$ cat src/hw/rtl/pwtd_pkg.sv
// Package for the PID controller with tracking differentiator.
// Holds field widths, register indexes, the register struct and sequencer states.
// No dependencies.
package pwtd_pkg;

	localparam int DATA_W     = 32;
	localparam int LIM_W      = 31;
	localparam int SUM_W      = 48;
	localparam int SUM_LO_W   = 16;
	localparam int MUL_W      = 33;
	localparam int CFG_IDX_W  = 4;
	// differentiator step h = 2^-STEP_SHIFT
	localparam int STEP_SHIFT = 10;

	typedef enum logic [CFG_IDX_W-1:0] {
		REG_GAIN_P,
		REG_GAIN_I,
		REG_GAIN_D,
		REG_OUTPUT_LIMIT,
		REG_INTEGRAL_GATE,
		REG_INTEGRAL_TERM_LIMIT,
		REG_DIFF_RATE,
		REG_DIFF_SLOPE_LIMIT
	} cfg_reg_t;

	typedef struct packed {
		logic signed [DATA_W-1:0] gain_p;
		logic signed [DATA_W-1:0] gain_i;
		logic signed [DATA_W-1:0] gain_d;
		logic [LIM_W-1:0]         output_limit;
		logic [LIM_W-1:0]         integral_gate;
		logic [LIM_W-1:0]         integral_term_limit;
		logic [LIM_W-1:0]         diff_rate;
		logic [LIM_W-1:0]         diff_slope_limit;
	} cfg_t;

	typedef enum logic [3:0] {
		ST_IDLE,
		ST_ERR,
		ST_DIFF,
		ST_RR,
		ST_PTERM,
		ST_T2,
		ST_RATE,
		ST_SLOPE,
		ST_ITERM,
		ST_DTERM,
		ST_DONE
	} seq_state_t;

endpackage

$ cat src/hw/rtl/pwtd_channels.sv


interface pwtd_cfg_if;
	import pwtd_pkg::*;
	logic                 valid;
	logic                 ready;
	logic [CFG_IDX_W-1:0] index;
	logic [DATA_W-1:0]    data;
	modport source (output valid, output index, output data, input ready);
	modport sink (input valid, input index, input data, output ready);
endinterface

$ cat src/hw/rtl/pwtd_cfg_regs.sv
// Configuration register file, written through the register channel.
// Depends on pwtd_pkg and pwtd_cfg_if.
module pwtd_cfg_regs (
	input  logic          clk,
	input  logic          arst_n,
	pwtd_cfg_if.sink      cfg,
	output pwtd_pkg::cfg_t regs
);
	import pwtd_pkg::*;

	cfg_t regs_q;

	// always able to take a write
	assign cfg.ready = 1'b1;
	assign regs      = regs_q;

	// register write; unknown indexes are dropped
	always_ff @(posedge clk or negedge arst_n) begin
		if (!arst_n) begin
			regs_q <= '0;
		end else if (cfg.valid) begin
			case (cfg.index)
				REG_GAIN_P:              regs_q.gain_p <= $signed(cfg.data);
				REG_GAIN_I:              regs_q.gain_i <= $signed(cfg.data);
				REG_GAIN_D:              regs_q.gain_d <= $signed(cfg.data);
				REG_OUTPUT_LIMIT:        regs_q.output_limit <= cfg.data[LIM_W-1:0];
				REG_INTEGRAL_GATE:       regs_q.integral_gate <= cfg.data[LIM_W-1:0];
				REG_INTEGRAL_TERM_LIMIT: regs_q.integral_term_limit <= cfg.data[LIM_W-1:0];
				REG_DIFF_RATE:           regs_q.diff_rate <= cfg.data[LIM_W-1:0];
				REG_DIFF_SLOPE_LIMIT:    regs_q.diff_slope_limit <= cfg.data[LIM_W-1:0];
				default: ;
			endcase
		end
	end

endmodule

$ cat src/flat_wrapper.sv
// flat-port wrapper written by rule: the top's interface ports become plain ports
module pwtd_cfg_regs_flat import pwtd_pkg::*;
  (clk, arst_n, regs, cfg_valid, cfg_index, cfg_data, cfg_ready);
  pwtd_cfg_if cfg_i ();
  input  logic clk;
  input  logic arst_n;
  output pwtd_pkg::cfg_t regs;
  input wire logic [$bits(cfg_i.valid)-1:0] cfg_valid;
  input wire logic [$bits(cfg_i.index)-1:0] cfg_index;
  input wire logic [$bits(cfg_i.data)-1:0] cfg_data;
  output wire logic [$bits(cfg_i.ready)-1:0] cfg_ready;
  assign cfg_i.valid = cfg_valid;
  assign cfg_i.index = cfg_index;
  assign cfg_i.data = cfg_data;
  assign cfg_ready = cfg_i.ready;
  pwtd_cfg_regs u_core (.clk(clk), .arst_n(arst_n), .cfg(cfg_i), .regs(regs));
endmodule
$ cat config.mk
export PLATFORM = sky130hd
export DESIGN_NAME = pwtd_cfg_regs_flat
export DESIGN_NICKNAME = d
export VERILOG_FILES = /design/src/hw/rtl/pwtd_pkg.sv /design/src/hw/rtl/pwtd_channels.sv /design/src/hw/rtl/pwtd_cfg_regs.sv /design/src/flat_wrapper.sv
export SDC_FILE = /design/constraint.sdc
export NUM_CORES = 1
export LEC_CHECK = 0
export BUFFER_PORTS_ARGS = -buffer_cell sky130_fd_sc_hd__buf_2
export CAP_MARGIN = 20
export CORE_MARGIN = 5
export CORE_UTILIZATION = 28
export CTS_BUF_LIST = sky130_fd_sc_hd__clkbuf_16
export CTS_CLUSTER_SIZE = 10
export DETAILED_ROUTE_END_ITERATION = 16
export PLACE_DENSITY_LB_ADDON = 0.25
export SETUP_SLACK_MARGIN = 0.3
export SLEW_MARGIN = 5
export SYNTH_ARGS = -nofsm -noshare
export SYNTH_HDL_FRONTEND = slang
export SYNTH_SLANG_ARGS = --single-unit
$ cat constraint.sdc
create_clock -name clk -period 0.9 [get_ports clk]
set_input_delay 0.09 -clock clk [delete_from_list [all_inputs] [get_ports clk]]
set_output_delay 0.09 -clock clk [all_outputs]
set_load 0.01 [all_outputs]
# After elaboration in Yosys (flattened, before gate mapping)
# Cells that the tools add are included.
[word_totals]
reg_bits = 251
latchBits = 0
ram_bits = 0
romBits = 0
in_bits = 39
word_cells = 24
mem_count = 0
[op_classes]
addsub = 0
mul = 0
div_mod_pow = 0
order_cmp = 0
eq_ne = 7
shifts = 0
muxes = 0
bitwise = 0
reduce_logical = 9
[ops]
columns = ["operator", "n"]
rows = [
  ["equality test 4 x 3 -> 1 bit, second input constant", 4],
  ["AND reduction 2 bit", 8],
  ["equality test 4 x 2 -> 1 bit, second input constant", 2],
  ["equality test 4 x 1 -> 1 bit, second input constant", 1],
  ["logical NOT 4 bit", 1],
]

# Depth between registers and ports, before layout
# Gate-level depths: netlist of the first run.
[logic_depth]
word_depth = 2
depth_mapped = 4
ltp_nobuf = 3

# Least setup slack after synthesis of the first run
# OpenSTA, ideal clock, no wires.
[synth_timing]
path_type = "in2reg"
startpoint = "in cfg_index[3]"
endpoint = "reg u_core.regs_q, in the netlist u_core.regs[10]"
setup_time_ps = 125
t_arrival_ps = 1027
setup_slack_ps = -252
path_stages = 4
path_buffers = 1
path_cell_list = "nand3b_1 -> nor2_1 -> buf_2 -> mux2_2"
[synth_between]
elab_chain_cells = 2
[synth_lines]
columns = ["item", "line_no", "rtl"]
rows = [
  ["from (decl)", "flat_wrapper.sv:9", "input wire logic [$bits(cfg_i.index)-1:0] cfg_index;"],
  ["equality test 4 x 3 -> 1 bit", "pwtd_cfg_regs.sv:22", "case (cfg.index)"],
  ["AND reduction 2 bit (no source line)", "-", ""],
  ["to (decl)", "pwtd_cfg_regs.sv:11", "cfg_t regs_q;"],
]
# No other way between the ends.
# A chain may end at the register's enable or synchronous reset.

# Worst setup path in the final report of the first run
[layout_timing]
startpoint = "reg u_core.regs_q, in the netlist u_core.regs[10]"
endpoint = "out regs[10] in the netlist's numbering"
[layout_rtl]
columns = ["item", "line_no", "rtl"]
rows = [
  ["to (decl)", "flat_wrapper.sv:7", "output pwtd_pkg::cfg_t regs;"],
]
# No word-level cell between the ends.

==> impl_metrics.csv, run 1 <==
group,metric,value,unit
yosys,synthMuxAreaShare,30.27,%
yosys,ys_top_cells_by_area,"dfrtp_1, mux2_2, mux2_1, buf_2, buf_4",
yosys,yosysMostFrequentCell,"dfrtp_1",
outcome,status,"finished with violations",
setup_path,reg2reg_to,"u_core.regs[24]$_DFFE_PN0P_",
setup_path,crit_slowest_cell,"dfrtp_1",
yosys,ys.flop_type,"dfrtp_1",
routing,firstDrtPassIters,4,
sta,final_hold_viol_count,224,
global_routing,met2_usage,28.63,%
yosys,synth_compound_area_share,0,%
global_routing,use_met3,4.432,%
clock_tree,clock_sink_count,251,
layout,area_growth,65.80,%
layout,drive_above_1_share,73.54,%
sta,hold-worst-slack,-0.1085,ns
die,die_x,192.6,microns
yosys,yosysSeqAreaShare,67.27,%
routing,antenna_left,0,
yosys,synth_xor_xnor_area_share,0,%
sta,rsz0062_at_grt,"yes",
clock_tree,htreeDepth,1,
yosys,avgSynthCellArea,17.23,sq um
pwr,p_leak,7.649,nW
placement,hpwlAfterDp,19050,microns
die,die_y,192.6,microns
outcome,violations,"hold timing, setup timing",
clock_tree,clockBufferDepth,3,
setup_path,critPathKind,"reg -> out",
yosys,synth.top_cell.area_share,67.27,%
setup_path,cp.arrival,1.10,ns
yosys,synth_top_family_by_area,"multiplexers",
routing,drt-initial-drc-count,179,
setup_path,end_kind,"primary output",
global_routing,grt-ovfl-total,0,
yosys,synth_warnings,0,
setup_path,reg2regPathDepth,3,
sta,period_needed,1.192,ns
routing,drt-vias-per-instance,4.446,
clock_tree,postCtsHoldBufs,5,
pwr,power_switching,10.34,mW
layout,n_fill_cell,2896,
routing,wl_per_cell,22.45,microns
routing,vias,6384,
worst_hold_path,hold_class,"in -> reg",
setup_path,crit_chain,"buf_2",
pwr,combPwrFrac,30.7,%
global_routing,antenna_found_initial,0,
placement,gp_congestion,0.7313,
die,dieArea,37100,sq um
yosys,syn_inst,542,
sta,finalCritPeriodShare,132.4,%
pwr,power_density,2390,nW/um^2
routing,wl,32240,microns
clock_tree,cts.reportedPaths.clkPinSlew,0.06,ns
die,ios,291,
layout,diodes,0,
yosys,ys_types,15,
setup_path,reg2reg_from,"u_core.regs[24]$_DFFE_PN0P_",
setup_path,cpLargestDelayFamily,"flip-flops",
pwr,swShare,27.93,%
yosys,syn-cell-area,9338,sq um
yosys,synth_nets,581,
placement,pre_cts_ws,-0.5351,ns
clock_tree,numCtsBuffers,29,
pwr,peakVddDrop,1652,uV
clock_tree,cts_root_buf,"clkbuf_16",
routing,drc,0,
pwr,clock_power_share,26.9,%
pwr,intPower,26.67,mW
yosys,ys_ff_latch,251,
sta,finalMaxSlewViolations,0,
sta,fin_worst_skew,0,ns
placement,io_buffers,289,
die,fp-row-count,66,
clock_tree,worst_skew_pair.late_latency,0.55,ns
yosys,synth_commonest_cells,"dfrtp_1, mux2_2, buf_2",
setup_path,cp-start-kind,"flop",
layout,largest_reg_flops,251,
die,initial_utilization,28.55,%
setup_path,worstPathMaxFanout,2,
global_routing,grt_pass1_vias,6968,
global_routing,grt_pass1_wl,46530,microns
yosys,synthSimpleGateAreaFrac,0.9246,%
sta,setup_viol,313,
sta,fmax,0.8391,GHz
setup_path,reg2reg_slack,-0.11,ns
worst_hold_path,holdPathEnd,"u_core.regs[26]$_DFFE_PN0P_",
flow_run,maxCapViolCount,0,
pwr,p_seq_share,42.4,%
clock_tree,cts_tree,"built",
setup_path,cp_num_buf_inv,1,
global_routing,met1_usage,21.21,%
sta,finalWorstSetupSlack,-0.2918,ns
setup_path,cpPeakStageDelay,0.40,ns
global_routing,grt_use_total,16.75,%
global_routing,grt_max_degree,34,
global_routing,grt.busiest_layer,"met2",
worst_hold_path,worstHoldStart,"cfg_data[26]",
worst_hold_path,holdPathStages,2,
yosys,synthArstFlopShare,100.0,%
yosys,synthAdderAreaFrac,0,%
layout,fin_nets,1029,
yosys,synth_edf_count,0,
die,core-area,32700,sq um
setup_path,crit_required,0.81,ns
yosys,yosysTopAreaCell,"dfrtp_1",
layout make-up:
class	instances	area, sq um	area share, %
clock buffers	29	725.7	4.687
clock inverters	6	30.03	0.1940
multi-input cells	266	3426	22.13
flip-flops and latches	251	6281	40.57
well taps	442	553.0	3.572
repair buffers	442	4467	28.85
repair_timing:
item                                   in CTS  in global routing
pin swaps                                   6                  5
setup endpoints to repair                 502                516
setup buffers                              47                 40
cloned                                     19                  1
endpoints found under the hold margin     502                224
gates resized for setup                   236                114
kinds of logic after synthesis:
kind of cell	count (synthesis)
buffers and inverters	25
flip-flops	251
other	1
AND/OR/NAND/NOR	14
multiplexers	251
per-stage QoR:
stage | instances | area (sq um) | setup TNS [ns] | utilization (%) | power [mW]
detailed placement | 1289 | 11860 | -107.44 | 36.26 | 23.39
global placement | 1289 | 11860 | -104.78 | 36.26 | 23.24
finish | 1436 | 15480 | -65.16 | 47.34 | 37.01
floorplan | 542 | 9509 | -32.53 | - | 19.04
CTS | 1395 | 14620 | -71.69 | 44.70 | 35.85
global route | 1436 | 15480 | -76.72 | 47.34 | 38.85
per-layer routing:
| layer | part of all wire [%] | up-vias |
|---|---|---|
| met3 | 6.6 | 48 |
| met5 | 0 | - |
| met4 | 2.7 | 0 |
| met1 | 41 | 3315 |
| met2 | 49 | 199 |
| li1 | - | 2822 |
power groups by stage:
stage | clock network, mW | logic, mW | registers [mW]
2_1_floorplan | 0 | 2.43 | 16.6
3_3_place_gp | 0 | 7.85 | 15.4
3_5_place_dp | 0 | 7.95 | 15.4
4_1_cts | 10.3 | 10.0 | 15.5
5_1_grt | 10.7 | 12.1 | 16.0
6_report | 9.95 | 11.4 | 15.7
placed cells by master (no fill, tap or decap):
cell           Yosys  routed
inv_6              0       1
clkbuf_16          0      30
nand3_4            0       3
mux2_2           240     143
inv_1              0       3
buf_4              6      45
buf_8              0       4
nor3b_4            0       1
nand4_1            1       1
dlygate4sd3_1      0       5
buf_16             0      19
conb_1             1       1
nand2_1            3       1
nand2_8            0       2
buf_2             19     158
dfrtp_1          251     251
clkinv_2           0       2
nor2b_4            0       1
nand3b_1           1       1
buf_12             0      36
nor2_4             0       2
and2b_2            0       1
mux2_4             0     108
nor3_4             0       1
buf_6              0     174
worst max-delay path by stage:
stage / startpoint / end / depth (start not counted)
after floorplan: cfg_index[1] / u_core.regs[62]$_DFFE_PN0P_ / 4
after global placement: cfg_index[3] / u_core.regs[90]$_DFFE_PN0P_ / 5
after detailed placement: cfg_index[3] / u_core.regs[88]$_DFFE_PN0P_ / 5
after CTS: u_core.regs[67]$_DFFE_PN0P_ / regs[67] / 1
after global routing: u_core.regs[101]$_DFFE_PN0P_ / regs[101] / 1
final: u_core.regs[10]$_DFFE_PN0P_ / regs[10] / 1
Note: power is estimated with default switching activity, not from simulation.
==> run 2: changes to the inputs <==
- CORE_UTILIZATION: 28 -> 45
- CTS_CLUSTER_DIAMETER: default -> 80
==> run 2 against run 1 <==
The flow still finishes with violations (hold timing, setup timing). Power grew 2.0%. Register-to-register slack about the same. Final cell count decreased by 10%. Sequential power about the same. Critical endpoint is now regs[4]. Highest routed layer unchanged.
==> impl_metrics.csv, run 2 (synthesis gave the netlist of run 1 again) <==
group,metric,value,unit
layout,area_growth,65.15,%
sta,finalCritPeriodShare,132.2,%
sta,fin_worst_skew,0,ns
clock_tree,numCtsBuffers,29,
layout,multi_input_area,3497,sq um
global_routing,antenna_found_initial,1,
outcome,status,"finished with violations",
routing,antenna_left,0,
pwr,swShare,28.20,%
clock_tree,clockBufferDepth,3,
sta,setup_viol,388,
setup_path,worstSetupStartpoint,"u_core.regs[4]$_DFFE_PN0P_",
die,core-area,20360,sq um
setup_path,cp_num_buf_inv,1,
die,initial_utilization,45.85,%
flow_run,maxCapViolCount,0,
pwr,power_density,2449,nW/um^2
routing,wl,31260,microns
setup_path,cpLargestDelayFamily,"flip-flops",
worst_hold_path,hold_class,"in -> reg",
setup_path,end_kind,"primary output",
setup_path,reg2regPathDepth,3,
setup_path,crit_chain,"buf_2",
clock_tree,postCtsHoldBufs,1,
routing,firstDrtPassIters,4,
setup_path,crit_slowest_cell,"dfrtp_1",
sta,period_needed,1.189,ns
clock_tree,cts_tree,"built",
placement,io_buffers,289,
routing,drt-vias-per-instance,5.156,
layout,drive_above_1_share,74.68,%
die,fp-row-count,52,
sta,final_hold_viol_count,248,
outcome,violations,"hold timing, setup timing",
clock_tree,clock_sink_count,251,
global_routing,grt_pass1_wl,44810,microns
pwr,power_switching,10.65,mW
layout,final_util,75.73,%
die,die_y,154.1,microns
placement,gp_congestion,0.8057,
layout,largest_reg_flops,251,
placement,hpwlAfterDp,17810,microns
setup_path,reg2reg_from,"u_core.regs[39]$_DFFE_PN0P_",
setup_path,cp-start-kind,"flop",
global_routing,grt_max_degree,48,
pwr,intPower,27.11,mW
pwr,peakVddDrop,1689,uV
die,die_x,154.1,microns
setup_path,cpPeakStageDelay,0.41,ns
routing,drt-initial-drc-count,268,
setup_path,reg2reg_slack,-0.11,ns
sta,hold-worst-slack,-0.1500,ns
worst_hold_path,holdPathEnd,"u_core.regs[186]$_DFFE_PN0P_",
worst_hold_path,holdPathStages,2,
routing,drc,0,
pwr,p_leak,7.834,nW
global_routing,grt_pass1_vias,7183,
sta,finalMaxSlewViolations,0,
clock_tree,cts.reportedPaths.clkPinSlew,0.06,ns
pwr,clock_power_share,26.2,%
die,ios,291,
setup_path,crit_required,0.81,ns
layout,layout_common_cells,"dfrtp_1, buf_6, buf_2",
layout,regArea,6281,sq um
setup_path,critPathKind,"reg -> out",
global_routing,grt_use_total,24.34,%
routing,wl_per_cell,24.31,microns
setup_path,cp.arrival,1.10,ns
layout,stdcell_area,15420,sq um
pwr,combPwrFrac,32.0,%
pwr,p_seq_share,41.9,%
die,dieArea,23730,sq um
routing,vias,6631,
sta,rsz0062_at_grt,"yes",
clock_tree,htreeDepth,1,
placement,pre_cts_ws,-0.5399,ns
worst_hold_path,worstHoldStart,"cfg_data[31]",
layout,final_common_cell,"dfrtp_1",
sta,finalWorstSetupSlack,-0.2894,ns
layout,fin_nets,1053,
placement,place_area,11530,sq um
global_routing,grt-ovfl-total,0,
clock_tree,worst_skew_pair.late_latency,0.52,ns
layout,n_fill_cell,1135,
clock_tree,cts_root_buf,"clkbuf_16",
sta,fmax,0.8408,GHz
pwr,power.total,37.76,mW
setup_path,reg2reg_to,"u_core.regs[39]$_DFFE_PN0P_",
setup_path,worstPathMaxFanout,2,
[run 2: changes by cell type in the layout (fill, tap and decap cells not counted)]
cell	delta
buf_2	+16
mux2_2	-21
mux2_4	+21
inv_6	+1
buf_16	+2
buf_12	-11
buf_4	+6
buf_6	+15
inv_1	-2
clkinv_2	-2
nand3_4	-1
nand3_2	+1
diode_2	+1
dlygate4sd3_1	-4
[run 2: worst max-delay path by stage]
stage	depth (start not counted)	slack, ns	to
2_1_floorplan	4	-0.21	u_core.regs[62]$_DFFE_PN0P_
3_3_place_gp	5	-0.47	u_core.regs[65]$_DFFE_PN0P_
3_5_place_dp	5	-0.54	u_core.regs[92]$_DFFE_PN0P_
4_1_cts	1	-0.30	regs[21]
5_1_grt	1	-0.32	regs[4]
6_report	1	-0.29	regs[4]
[run 2: through the flow]
step / cells / TNS, ns
floorplan: 542 / -32.53
global placement: 1109 / -94.13
detailed placement: 1109 / -103.37
CTS: 1228 / -67.43
global route: 1286 / -79.22
finish: 1286 / -67.00
[run 2: timing repair]
action | in CTS | in global routing
gates cloned | 20 | 1
endpoints found under the hold margin | 502 | 245
buffers inserted | 66 | 56
resized for setup | 248 | 120
pin swaps | 9 | 7
setup endpoints to repair | 502 | 568
[run 2: layer usage]
metal  up-vias  wire, microns  track usage (%)
li1       2852              -                -
met1      3442          12070            29.82
met2       273          16130            42.87
met3        64           2094            5.818
met4         0            971            7.233
met5         -              0                0
[run 2: power by group through the flow]
stage | combinational, mW | clock, mW | sequential [mW]
after detailed placement | 7.85 | 0 | 15.5
final | 12.1 | 9.88 | 15.8
after CTS | 10.3 | 10.0 | 15.5
after floorplan | 2.43 | 0 | 16.6
after global placement | 7.65 | 0 | 15.3
after global routing | 12.7 | 10.6 | 16.1
[run 2: area by class of cell]
cell class | instances | share of cell area (%)
multi-input cells | 266 | 22.68
clock buffers | 29 | 4.706
clock inverters | 3 | 0.1379
diodes | 1 | 0.01623
flip-flops and latches | 251 | 40.73
well taps | 270 | 2.191
repair buffers | 466 | 29.54
